## src/rtl/core/rect_polygon_collision_correction_unit_macros.svh

```systemverilog
// Assertion macros for the box/polygon collision unit.
// Used by the top level only; expects signals clock and reset in scope.
`ifndef RECT_POLYGON_COLLISION_CORRECTION_UNIT_MACROS_SVH
`define RECT_POLYGON_COLLISION_CORRECTION_UNIT_MACROS_SVH

// Check a condition at every clock edge outside reset.
`define RPCC_ASSERT_ALWAYS(lbl, cond, msg) \
   lbl: assert property (@(posedge clock) disable iff (reset) (cond)) else $error(msg);

// Check that a condition holds in the cycle after a trigger.
`define RPCC_ASSERT_NEXT(lbl, trig, cons, msg) \
   lbl: assert property (@(posedge clock) disable iff (reset) (trig) |=> (cons)) \
      else $error(msg);

`endif

```

## src/rtl/core/rpcc_pkg.sv

```systemverilog
// Shared constants, codes and controller/datapath structs for the collision unit.
// No dependencies.
`timescale 1ns / 1ps
package rpcc_pkg;
   localparam int MAX_VERTICES = 16;
   localparam int ADDR_W = $clog2(MAX_VERTICES);
   localparam int CNT_W = $clog2(MAX_VERTICES + 1);
   localparam int GW = 36;
   localparam int DIV_CNT_W = 6;
   localparam logic [DIV_CNT_W-1:0] DIV_LAST = 6'd63;
   localparam logic [30:0] DEPTH_LIMIT_RESET = 31'd13107;

   localparam logic CSR_SPEED = 1'b0;
   localparam logic CSR_DEPTH_LIMIT = 1'b1;

   localparam logic [1:0] EDGE_TOP = 2'd0;
   localparam logic [1:0] EDGE_RIGHT = 2'd1;
   localparam logic [1:0] EDGE_BOTTOM = 2'd2;
   localparam logic [1:0] EDGE_LEFT = 2'd3;

   typedef struct packed {
      logic accept;
      logic rd_en;
      logic [ADDR_W-1:0] rd_addr;
      logic lat_c;
      logic lat_d;
      logic setup;
      logic [1:0] edge_sel;
      logic mul;
      logic div_step;
      logic eval;
      logic finish;
   } rpcc_cmd_type;

   typedef struct packed {
      logic skip;
      logic [CNT_W-1:0] count;
   } rpcc_status_type;
endpackage

```

## src/rtl/core/rpcc_ctrl.sv

```systemverilog
// Controller: request intake, polygon edge / box edge sequencing,
// divider step count and response valid. Depends on rpcc_pkg.
`timescale 1ns / 1ps
module rpcc_ctrl (
   input  logic clock,
   input  logic reset,
   input  logic req_valid,
   input  logic req_last,
   output logic req_ready,
   output logic rsp_valid,
   input  logic rsp_ready,
   input  rpcc_pkg::rpcc_status_type status,
   output rpcc_pkg::rpcc_cmd_type cmd
);
   localparam logic [3:0] S_IDLE = 4'd0;
   localparam logic [3:0] S_RDC = 4'd1;
   localparam logic [3:0] S_RDD = 4'd2;
   localparam logic [3:0] S_LATD = 4'd3;
   localparam logic [3:0] S_SETUP = 4'd4;
   localparam logic [3:0] S_MUL = 4'd5;
   localparam logic [3:0] S_DIV = 4'd6;
   localparam logic [3:0] S_EVAL = 4'd7;
   localparam logic [3:0] S_NEXT = 4'd8;
   localparam logic [3:0] S_DONE = 4'd9;

   logic [3:0] state_ff, state_in;
   logic [rpcc_pkg::ADDR_W-1:0] j_ff, j_in, k;
   logic [1:0] e_ff, e_in;
   logic [rpcc_pkg::DIV_CNT_W-1:0] dcnt_ff, dcnt_in;
   logic rsp_valid_ff, rsp_valid_in;
   logic [rpcc_pkg::CNT_W-1:0] j_next;
   logic last_j;

   assign j_next = {1'b0, j_ff} + 1'b1;
   assign last_j = j_next >= status.count;
   assign k = last_j ? '0 : j_next[rpcc_pkg::ADDR_W-1:0];
   assign rsp_valid = rsp_valid_ff;
   assign req_ready = (state_ff == S_IDLE);

   always_comb begin
      state_in = state_ff;
      j_in = j_ff;
      e_in = e_ff;
      dcnt_in = dcnt_ff;
      rsp_valid_in = rsp_valid_ff && !rsp_ready;
      cmd = '0;
      cmd.edge_sel = e_ff;
      unique case (state_ff)
         S_IDLE: begin
            cmd.accept = req_valid;
            if (req_valid && req_last) begin
               j_in = '0;
               state_in = S_RDC;
            end
         end
         S_RDC: begin
            cmd.rd_en = 1'b1;
            cmd.rd_addr = j_ff;
            state_in = S_RDD;
         end
         S_RDD: begin
            cmd.lat_c = 1'b1;
            cmd.rd_en = 1'b1;
            cmd.rd_addr = k;
            state_in = S_LATD;
         end
         S_LATD: begin
            cmd.lat_d = 1'b1;
            e_in = rpcc_pkg::EDGE_TOP;
            state_in = S_SETUP;
         end
         S_SETUP: begin
            cmd.setup = 1'b1;
            state_in = status.skip ? S_NEXT : S_MUL;
         end
         S_MUL: begin
            cmd.mul = 1'b1;
            dcnt_in = '0;
            state_in = S_DIV;
         end
         S_DIV: begin
            cmd.div_step = 1'b1;
            dcnt_in = dcnt_ff + 1'b1;
            if (dcnt_ff == rpcc_pkg::DIV_LAST)
               state_in = S_EVAL;
         end
         S_EVAL: begin
            cmd.eval = 1'b1;
            state_in = S_NEXT;
         end
         S_NEXT: begin
            if (e_ff != rpcc_pkg::EDGE_LEFT) begin
               e_in = e_ff + 1'b1;
               state_in = S_SETUP;
            end else if (!last_j) begin
               j_in = j_next[rpcc_pkg::ADDR_W-1:0];
               state_in = S_RDC;
            end else begin
               state_in = S_DONE;
            end
         end
         S_DONE: begin
            if (!rsp_valid_ff || rsp_ready) begin
               cmd.finish = 1'b1;
               rsp_valid_in = 1'b1;
               state_in = S_IDLE;
            end
         end
         default: state_in = S_IDLE;
      endcase
   end

   always_ff @(posedge clock) begin
      if (reset) begin
         state_ff <= S_IDLE;
         j_ff <= '0;
         e_ff <= '0;
         dcnt_ff <= '0;
         rsp_valid_ff <= 1'b0;
      end else begin
         state_ff <= state_in;
         j_ff <= j_in;
         e_ff <= e_in;
         dcnt_ff <= dcnt_in;
         rsp_valid_ff <= rsp_valid_in;
      end
   end
endmodule

```

## config.mk

```make
export PLATFORM = sky130hd
export DESIGN_NAME = rpcc_ctrl
export DESIGN_NICKNAME = d
export VERILOG_FILES = /design/src/rtl/core/rect_polygon_collision_correction_unit_macros.svh /design/src/rtl/core/rpcc_pkg.sv /design/src/rtl/core/rpcc_ctrl.sv
export SDC_FILE = /design/constraint.sdc
export NUM_CORES = 1
export LEC_CHECK = 0
export ABC_AREA = 1
export BUFFER_PORTS_ARGS = -buffer_cell sky130_fd_sc_hd__buf_4
export CAP_MARGIN = 10
export CORE_MARGIN = 3
export CORE_UTILIZATION = 56
export CTS_BUF_LIST = sky130_fd_sc_hd__clkbuf_4 sky130_fd_sc_hd__clkbuf_8
export DETAILED_ROUTE_END_ITERATION = 8
export GPL_TIMING_DRIVEN = 1
export HOLD_SLACK_MARGIN = 0.08
export PLACE_DENSITY = 0.88
export SYNTH_ARGS = -nofsm -noshare
export SYNTH_HDL_FRONTEND = slang
export SYNTH_SLANG_ARGS = --single-unit
export TNS_END_PERCENT = 5
```

## constraint.sdc

```tcl
create_clock -name clock -period 2.9 [get_ports clock]
set_input_delay 0.58 -clock clock [delete_from_list [all_inputs] [get_ports clock]]
set_output_delay 0.58 -clock clock [all_outputs]
set_load 0.01 [all_outputs]
```

==> results of run 1 <==
-- sequential cells by signal, indices dropped and copies added, names as in the netlist --
signal	count
j_ff	4
rsp_valid	1
state_ff	4
e_ff	2
dcnt_ff	6
-- through the flow --
stage	utilization (%)	instance area [sq um]	setup WS, ps	TNS, ps	std cells
after floorplan	-	1250	455	0	190
final	78.0	1590	119	0	251
after CTS	75.6	1540	48.6	0	249
after global routing	78.0	1590	-11.3	-11.3	251
after detailed placement	73.0	1490	127	0	244
after global placement	73.0	1490	279	0	244
-- cell usage after synthesis (2+ instances only) --
cell type  instances
nand2_1           55
inv_1             26
dfxtp_1           17
nor2_1            12
inv_2             11
a21oi_1           10
nand3_1            9
ha_1               8
nor2_2             7
nor2_4             6
o21ai_0            6
nand2_2            3
o21ai_1            3
a31oi_1            2
nand2_4            2
nand3b_1           2
xor2_1             2
-- per-layer routing --
layer | wire (microns) | share of wire [%] | GRT usage [%] | vias to the layer above
li1 | - | - | - | 654
met4 | 44 | 1.4 | 5.53 | 0
met1 | 1440 | 44 | 31.6 | 619
met3 | 219 | 6.7 | 2.54 | 8
met5 | 0 | 0 | 0 | -
met2 | 1550 | 48 | 39.0 | 60
-- power by group through the flow --
stage          Sequential (mW)  Clock [mW]  Combinational (mW)
4_1_cts                  0.279       0.138               0.354
3_3_place_gp             0.282           0               0.339
2_1_floorplan            0.281           0               0.232
5_1_grt                  0.285       0.146               0.405
6_report                 0.282       0.139               0.371
3_5_place_dp             0.284           0               0.348
-- worst register-to-register path, cell delays in order (launching register included) --
cell and delay, ps:
dfxtp_4 380, ha_4 180, xor2_2 180, ha_1 310, nand2_1 60, nand2_1 70
a21oi_2 190, buf_4 140, buf_4 120, nand3_4 80, nand2_4 100, nand2_1 50
nand2_1 50, nor2_1 50
-- area by class of cell --
type	instances	share of cell area (%)
multi-input combinational	134	50.7
sequential	17	21.8
timing repair buffer	31	14.6
inverter	38	8.96
tap	27	2.12
clock buffer	4	1.89
-- logic make-up after synthesis --
| family | after synthesis | synth area share [%] |
|---|---|---|
| AND/OR/NAND/NOR | 100 | 41.1 |
| buffers and inverters | 39 | 11.7 |
| AO/OA/AOI/OAI | 24 | 10.6 |
| flip-flops | 17 | 27.2 |
| adder cells (fa/ha/maj) | 8 | 8.00 |
| XOR/XNOR | 2 | 1.40 |
-- final timing paths --
path / startpoint / to / slack [ps] / cells after the start
setup / recovery: j_ff[0]$_SDFFE_PP0P_ / cmd[9] / 120 / 11
hold / removal: dcnt_ff[3]$_SDFFE_PP0P_ / dcnt_ff[3]$_SDFFE_PP0P_ / 500 / 2
setup reg to reg: j_ff[0]$_SDFFE_PP0P_ / j_ff[0]$_SDFFE_PP0P_ / 840 / 13
hold reg to reg: dcnt_ff[3]$_SDFFE_PP0P_ / dcnt_ff[3]$_SDFFE_PP0P_ / 500 / 2
-- timing repair --
| item | CTS | global route |
|---|---|---|
| setup buffers | 1 | 2 |
| hold buffers | 0 | 0 |
| pin swaps | 1 | 3 |
| resized for setup | 4 | 8 |
| setup endpoints to repair | 4 | 4 |
| cloned | 0 | 0 |
==> impl_metrics.ini, run 1 <==
[status]
status = complete, no violations

[route]
dr_total_vias = 1341
post_drt_via_cell_ratio = 5.34
detail-route-antenna-nets = 0
first_pass_iteration_count_of_the_detailed_router = 4
route.detailed.wl_per_inst_microns = 13.0
route.detailed.drc = 0
drt-initial-drc-count = 44
finalWirelength_microns = 3250

[worst_setup_path]
critical_path_buf_inv_count = 1
cp.arrival_ps = 2200
startpoint_type = flip-flop
critical_path_peak_fanout = 5
crit_path_end_kind = output port
worst-setup-path-type = flip-flop to output port
cp_most_frequent_cell = nand2_1
worst_path_largest_cell_delay_ps = 380
worst_ep_required_time_ps = 2320
worst_path_max_delay_cell = dfxtp_4
worstPathCellList = ha_4 -> xor2_2 -> ha_1 -> nand2_1 -> nand2_1 -> a21oi_2 -> nand2_2 -> nor2_4 -> nand2_1 -> o21ai_0 -> buf_4
cp_top_family = adder cells

[sta]
timing.fmax_mhz = 360
hold_viol_final = 0
worst_pin_slew_ps = 364
report.final.slew_viol_count = 0
final-setup-viol-count = 0
layout_worst_path_cycle_share_pct = 95.9
skew_ps = 1.65
max_slew_headroom_at_the_worst_pin_pct = 75.6
finalHoldWorstSlack_ps = 497
post-route-min-period_ps = 2780

[clock_network]
clock-root-buffer = clkbuf_4
tritoncts_clock_tree = yes
tritoncts_num_sinks = 17
cts-htree-levels = 1
clkTransAtPathRegs_ps = 100
cts-buffers-inserted = 3
clkLatencyLatePin_ps = 290
cts_max_path_buffers = 2

[global_routing]
groute.usage.overall_pct = 23.3
vias_in_the_first_global_route = 1176
grt_first_pass_wirelength_microns = 4940
global_route.overflow_total = 0
grt_max_degree = 10
grt_antenna_before_repair = 0

[synthesis]
syn_nets = 209
synth.avg_cell_area_sq_um = 6.59
ys_ff_latch = 17
share_of_flip_flops_with_an_asynchronous_set_or_reset_pct = 0
ys_warn_count = 0
cells_taking_the_most_area_after_synthesis = dfxtp_1 (27%), nand2_1 (17%), ha_1 (8.0%)
area_leader_netlist = dfxtp_1
post_synth_num_cell_types = 26
netlist_area_pre_place_sq_um = 1250
synth_top_cell_area_share_pct = 27.2
synth_top_flop_cell = dfxtp_1
synth-seq-area-share_pct = 27.2
synth_edf_count = 0
postSynthCellCount = 190

[layout]
final.fill_count = 144
final_cell_mix = nand2_1 (54), buf_4 (31), inv_1 (26)
area.sequential_sq_um = 347
drive_above_1_share_pct = 33.5
finalNetCount = 244
antennaDiodeCount = 0
multiInputGateArea_sq_um = 807
mostFrequentLayoutCell = nand2_1
layout_area_growth_over_synthesis_pct = 27.3

[pwr]
ir_worst_vdd_uv = 430
fin_total_pwr_mw = 0.792
p_seq_share_pct = 35.6
power-per-cell-area_nw_per_um2 = 497
power.combinational.fraction_pct = 46.9
power.net_switching_mw = 0.329
power.internal_mw = 0.463
clock_power_share_pct = 17.6
power_leakage_nw = 0.838
swShare_pct = 41.5

[floorplan]
core_area_sq_um = 2040
initial_util_pct = 61.3
full_die_area_sq_um = 2840
core.rowCount = 16
io_pins = 28
die-width_microns = 53.3
die_h_microns = 53.3

[placed_design]
io_buffer_count = 27
gp_congestion = 0.937
detailed_place_hpwl_microns = 2260

[min_path]
hold_class = flip-flop to flip-flop

[flow_run]
max_cap_viol_count = 0
Power figures use the tool's default switching activity.
==> inputs of run 2 (changes only) <==
--- a/config.mk
+++ b/config.mk
@@ -8,13 +8,15 @@
 export ABC_AREA = 1
 export BUFFER_PORTS_ARGS = -buffer_cell sky130_fd_sc_hd__buf_4
 export CAP_MARGIN = 10
+export CELL_PAD_IN_SITES_DETAIL_PLACEMENT = 1
+export CELL_PAD_IN_SITES_GLOBAL_PLACEMENT = 2
 export CORE_MARGIN = 3
-export CORE_UTILIZATION = 56
+export CORE_UTILIZATION = 29
 export CTS_BUF_LIST = sky130_fd_sc_hd__clkbuf_4 sky130_fd_sc_hd__clkbuf_8
 export DETAILED_ROUTE_END_ITERATION = 8
 export GPL_TIMING_DRIVEN = 1
 export HOLD_SLACK_MARGIN = 0.08
-export PLACE_DENSITY = 0.88
+export PLACE_DENSITY = 0.86
 export SYNTH_ARGS = -nofsm -noshare
 export SYNTH_HDL_FRONTEND = slang
 export SYNTH_SLANG_ARGS = --single-unit
==> constraint.sdc (replaced) <==
create_clock -name clock -period 2.9 [get_ports clock]
set_input_delay 0.435 -clock clock [delete_from_list [all_inputs] [get_ports clock]]
set_output_delay 0.435 -clock clock [all_outputs]
set_load 0.01 [all_outputs]
==> run 2 against run 1 <==
First-iteration DRC count fell by 4.5%. Critical path depth rose by 1. Setup slack improved by 150 ps. Sequential share of layout area fell by 0.33 points. Fmax rose by 5.6%. Flip-flop and latch count did not move. Cell count rose by 8.4%. Die area rose by 81%. Clock skew rose by 7.2 ps.
==> impl_metrics.ini, run 2 (synthesis gave the netlist of run 1 again) <==
[status]
status = complete, no violations

[worst_setup_path]
worst_ep_required_time_ps = 2470
crit_path_end_kind = output port
worst_path_max_delay_cell = dfxtp_2
worstPathCellList = ha_1 -> nand2_1 -> nor2_1 -> ha_1 -> nand2_1 -> inv_1 -> a21oi_1 -> nand2_1 -> nor2_2 -> nand2_1 -> o21ai_1 -> buf_4
startpoint_type = flip-flop
setup.reg_to_reg.worst_slack_ps = 920
worst-setup-path-type = flip-flop to output port
critical_path_peak_fanout = 6
cp_most_frequent_cell = nand2_1
cp.arrival_ps = 2200
worst_path_largest_cell_delay_ps = 380

[sta]
hold_viol_final = 0
worst_pin_slew_ps = 388
final-setup-viol-count = 0
layout_worst_path_cycle_share_pct = 90.8
report.final.slew_viol_count = 0
max_slew_headroom_at_the_worst_pin_pct = 74.0
finalSetupTns_ps = 0
timing.fmax_mhz = 380
finalHoldWorstSlack_ps = 430
post-route-min-period_ps = 2630
skew_ps = 8.89

[placed_design]
detailed_place_hpwl_microns = 2670
io_buffer_count = 27
gp_congestion = 0.757

[route]
route.detailed.wl_per_inst_microns = 11.6
route.detailed.drc = 0
first_pass_iteration_count_of_the_detailed_router = 4
post_drt_via_cell_ratio = 4.43
drt-initial-drc-count = 42
dr_total_vias = 1205
detail-route-antenna-nets = 0
finalWirelength_microns = 3160

[global_routing]
global_route.overflow_total = 0
grt_antenna_before_repair = 0
groute.usage.overall_pct = 13.4
grt_first_pass_wirelength_microns = 5530
grt_max_degree = 11
vias_in_the_first_global_route = 1189

[clock_network]
clock-root-buffer = clkbuf_8
cts-buffers-inserted = 3
tritoncts_clock_tree = yes
cts-htree-levels = 1
clkLatencyLatePin_ps = 250
tritoncts_num_sinks = 17
cts_max_path_buffers = 2
clkTransAtPathRegs_ps = 70

[layout]
top_register = dcnt_ff
antennaDiodeCount = 0
largest_registers = dcnt_ff (6), j_ff (4), state_ff (4)
mostFrequentLayoutCell = nand2_1
finalNetCount = 242
final_cell_mix = nand2_1 (55), buf_4 (29), inv_1 (26)
largest_reg_flops = 6
drive_above_1_share_pct = 30.6
layout_area_growth_over_synthesis_pct = 27.4

[pwr]
power-per-cell-area_nw_per_um2 = 509
ir_worst_vdd_uv = 229
fin_total_pwr_mw = 0.811
power_leakage_nw = 0.835

[floorplan]
core.rowCount = 23
die-width_microns = 71.7
full_die_area_sq_um = 5140
io_pins = 28
core_area_sq_um = 4090
die_h_microns = 71.7
initial_util_pct = 30.6

[min_path]
hold_class = input pin to flip-flop

[flow_run]
max_cap_viol_count = 0
run 2: cell types whose count changed in the layout (fill, tap and decap cells not counted), moves of 2 or more:
cell,previous run,this run
buf_4,31,29
dfxtp_1,14,16
clkbuf_8,0,3
clkbuf_4,4,0
run 2: metal layers:
| layer | track usage [%] | share of wire [%] |
|---|---|---|
| met1 | 19.5 | 52 |
| met2 | 21.2 | 44 |
| met4 | 2.51 | 0.85 |
| met5 | 0 | 0 |
| met3 | 1.82 | 3.5 |
run 2: layout make-up:
class,count,area [sq um]
tap,50,62.6
multi-input combinational,134,783
sequential,17,342
inverter,38,143
clock inverter,1,5.00
clock buffer,3,41.3
timing repair buffer,29,218
fill,543,2490
run 2: power breakdown:
part / switching (mW) / internal [mW] / leakage [nW]
registers: 0.0259 / 0.254 / 0.138
logic: 0.212 / 0.142 / 0.672
clock network: 0.0818 / 0.0952 / 0.0255
total: 0.320 / 0.491 / 0.835
run 2: what timing repair did:
item                       in CTS  in global routing
gates resized for setup         0                  4
hold buffers                    0                  0
setup endpoints to repair       0                  4
buffers inserted                0                  1
run 2: worst paths after layout:
check                           cells past startpoint                    start                       to
worst min-delay path                                2                    reset  dcnt_ff[3]$_SDFFE_PP0P_
worst max-delay path                               12     j_ff[0]$_SDFFE_PP0P_                  cmd[12]
worst max register to register                     13     j_ff[0]$_SDFFE_PP0P_     j_ff[3]$_SDFFE_PP0P_
worst min register to register                      2  dcnt_ff[3]$_SDFFE_PP0P_  dcnt_ff[3]$_SDFFE_PP0P_
run 2: critical path, delay by kind of cell (launching register included):
kind                       cells  cell delay, ps
AOI/OAI and AO/OA              2             250
adders and majority gates      2             480
buffers and inverters          2             180
DFF                            1             380
and+or+nand+nor                6             670
run 2: metrics by stage:
stage               cells  worst slack [ps]  util (%)  instance area [sq um]
floorplan             190               600         -                   1250
global placement      267               323      37.2                   1520
detailed placement    267               307      37.2                   1520
CTS                   271              22.4      38.3                   1570
global route          272             -3.47      39.0                   1590
finish                272               266      39.0                   1590
==> inputs of run 3 (changes only) <==
==> constraint.sdc (replaced) <==
create_clock -name clock -period 2.9 [get_ports clock]
set_input_delay 0.435 -clock clock [delete_from_list [all_inputs] [get_ports clock]]
set_output_delay 0.435 -clock clock [all_outputs]
set_load 0.005 [all_outputs]
==> run 3 against run 2 <==
Via count grew 1.2%. Total power shrank 0.78%. Clock power rose by 4%. Utilization fell by 0.12 points. Register-to-register slack lost 60 ps. Non-clock buffer count is 1 lower. Fmax shrank 0.97%. Die area is the same. Combinational power decreased by 4%. Critical path type unchanged. Highest routed layer unchanged.
==> impl_metrics.ini, run 3 (synthesis gave the netlist of run 1 again) <==
[clock_network]
clkLatencyLatePin_ps = 260
cts_max_path_buffers = 2
clkTransAtPathRegs_ps = 70
tritoncts_num_sinks = 17
clock-root-buffer = clkbuf_8
cts-buffers-inserted = 3
cts-htree-levels = 1
tritoncts_clock_tree = yes
cts_resized = 0
post_cts_hold_buffer_count = 0
postCtsSetupBuffers = 0

[worst_setup_path]
worst-setup-path-type = flip-flop to output port
crit_path_end_kind = output port
cp_most_frequent_cell = nand2_1
worstPathCellList = nand3_1 -> xor2_1 -> ha_1 -> nand2_1 -> inv_1 -> a21oi_1 -> nand2_1 -> nor2_4 -> nand2_1 -> o21ai_1 -> buf_4
cp_top_family = simple AND/OR/NAND/NOR gates
critical_path_buf_inv_count = 2
startpoint_type = flip-flop
critical_path_cell_count = 11
worst_path_largest_cell_delay_ps = 460
worstRegToRegCells = 12
worst_ep_required_time_ps = 2470
cp.arrival_ps = 2220
critical_path_peak_fanout = 5
worst_path_max_delay_cell = dfxtp_1
setup.reg_to_reg.worst_slack_ps = 860

[global_routing]
grt_max_degree = 11
global_route.overflow_total = 0
groute.usage.overall_pct = 13.2
grt_first_pass_wirelength_microns = 5420
grt_antenna_before_repair = 0
vias_in_the_first_global_route = 1207

[sta]
skew_ps = 5.29
post-route-min-period_ps = 2660
final-setup-viol-count = 0
finalSetupTns_ps = 0
max_slew_headroom_at_the_worst_pin_pct = 72.6
layout_worst_path_cycle_share_pct = 91.7
rsz0062_at_grt = false
final.setup.worst_slack_ps = 241
hold_viol_final = 0
worst_pin_slew_ps = 409
timing.fmax_mhz = 376
report.final.slew_viol_count = 0

[route]
route.detailed.wl_per_inst_microns = 11.6
detail-route-antenna-nets = 0
post_drt_via_cell_ratio = 4.50
dr_total_vias = 1220
finalWirelength_microns = 3150
route.detailed.drc = 0
drt-initial-drc-count = 20
first_pass_iteration_count_of_the_detailed_router = 3

[floorplan]
initial_util_pct = 30.6
core_area_sq_um = 4090
full_die_area_sq_um = 5140
io_pins = 28
die-width_microns = 71.7
core.rowCount = 23
die_h_microns = 71.7

[layout]
finished_core_util_pct = 38.9
final_cell_mix = nand2_1 (55), buf_4 (28), inv_1 (26)
drive_above_1_share_pct = 30.8
finalNetCount = 241
top_register = dcnt_ff
largest_reg_flops = 6
layout_area_growth_over_synthesis_pct = 27.0
mostFrequentLayoutCell = nand2_1
final.fill_count = 539
final_cells = 271
largest_registers = dcnt_ff (6), j_ff (4), state_ff (4)
antennaDiodeCount = 0

[pwr]
ir_worst_vdd_uv = 266
power_leakage_nw = 0.825
power-per-cell-area_nw_per_um2 = 506
fin_total_pwr_mw = 0.804

[min_path]
hold_class = input pin to flip-flop
worst_hold_path.num_cells = 2

[placed_design]
numPlacedInstances = 267
dp_worst_setup_slack_ps = 321
io_buffer_count = 27
gp_congestion = 0.758
detailed_place_hpwl_microns = 2640

[flow_run]
max_cap_viol_count = 0

[status]
status = complete, no violations
-- run 3: cell count changes in the layout (fill, tap and decap cells not counted), sizes merged --
cell,previous run,this run
buf,29,28
-- run 3: per-stage QoR --
step,instance area [sq um],hold slack (ps)
after floorplan,1250,452
final,1590,419
after CTS,1570,414
after global routing,1590,415
after global placement,1520,468
after detailed placement,1520,472
-- run 3: metal layers --
layer,part of all wire [%],track usage [%]
met1,52,18.1
met2,43,21.4
met3,3.5,1.40
met4,1.8,5.01
met5,0,0
-- run 3: path summary, 6_finish.rpt --
| path | startpoint | endpoint |
|---|---|---|
| worst max register to register | j_ff[2]$_SDFFE_PP0P_ | j_ff[3]$_SDFFE_PP0P_ |
| worst min register to register | dcnt_ff[3]$_SDFFE_PP0P_ | dcnt_ff[3]$_SDFFE_PP0P_ |
| worst min-delay path | reset | dcnt_ff[3]$_SDFFE_PP0P_ |
| worst max-delay path | j_ff[2]$_SDFFE_PP0P_ | cmd[12] |
-- run 3: final cells by class --
type	instances	area (sq um)	area share [%]
Tap cell	50	62.6	3.94
Clock inverter	1	5.00	0.315
Multi-Input combinational cell	134	786	49.4
Timing Repair Buffer	28	210	13.2
Clock buffer	3	41.3	2.60
Sequential cell	17	342	21.5
Inverter	38	143	8.98
-- run 3: worst register-to-register path, stage by stage (launching register included) --
cell	delay, ps
dfxtp_1	460
nand3_1	120
xor2_1	270
ha_1	290
nand2_1	80
inv_1	40
a21oi_1	190
buf_4	160
nand3_4	80
nand2_4	100
nand2_1	60
nand2_1	70
nor2_2	40
-- run 3: power by group --
group | total, mW | internal [mW] | leakage (nW) | switching, mW
combinational | 0.341 | 0.140 | 0.661 | 0.201
clock | 0.184 | 0.0955 | 0.0255 | 0.0889
sequential | 0.279 | 0.254 | 0.138 | 0.0252
total | 0.804 | 0.489 | 0.825 | 0.315
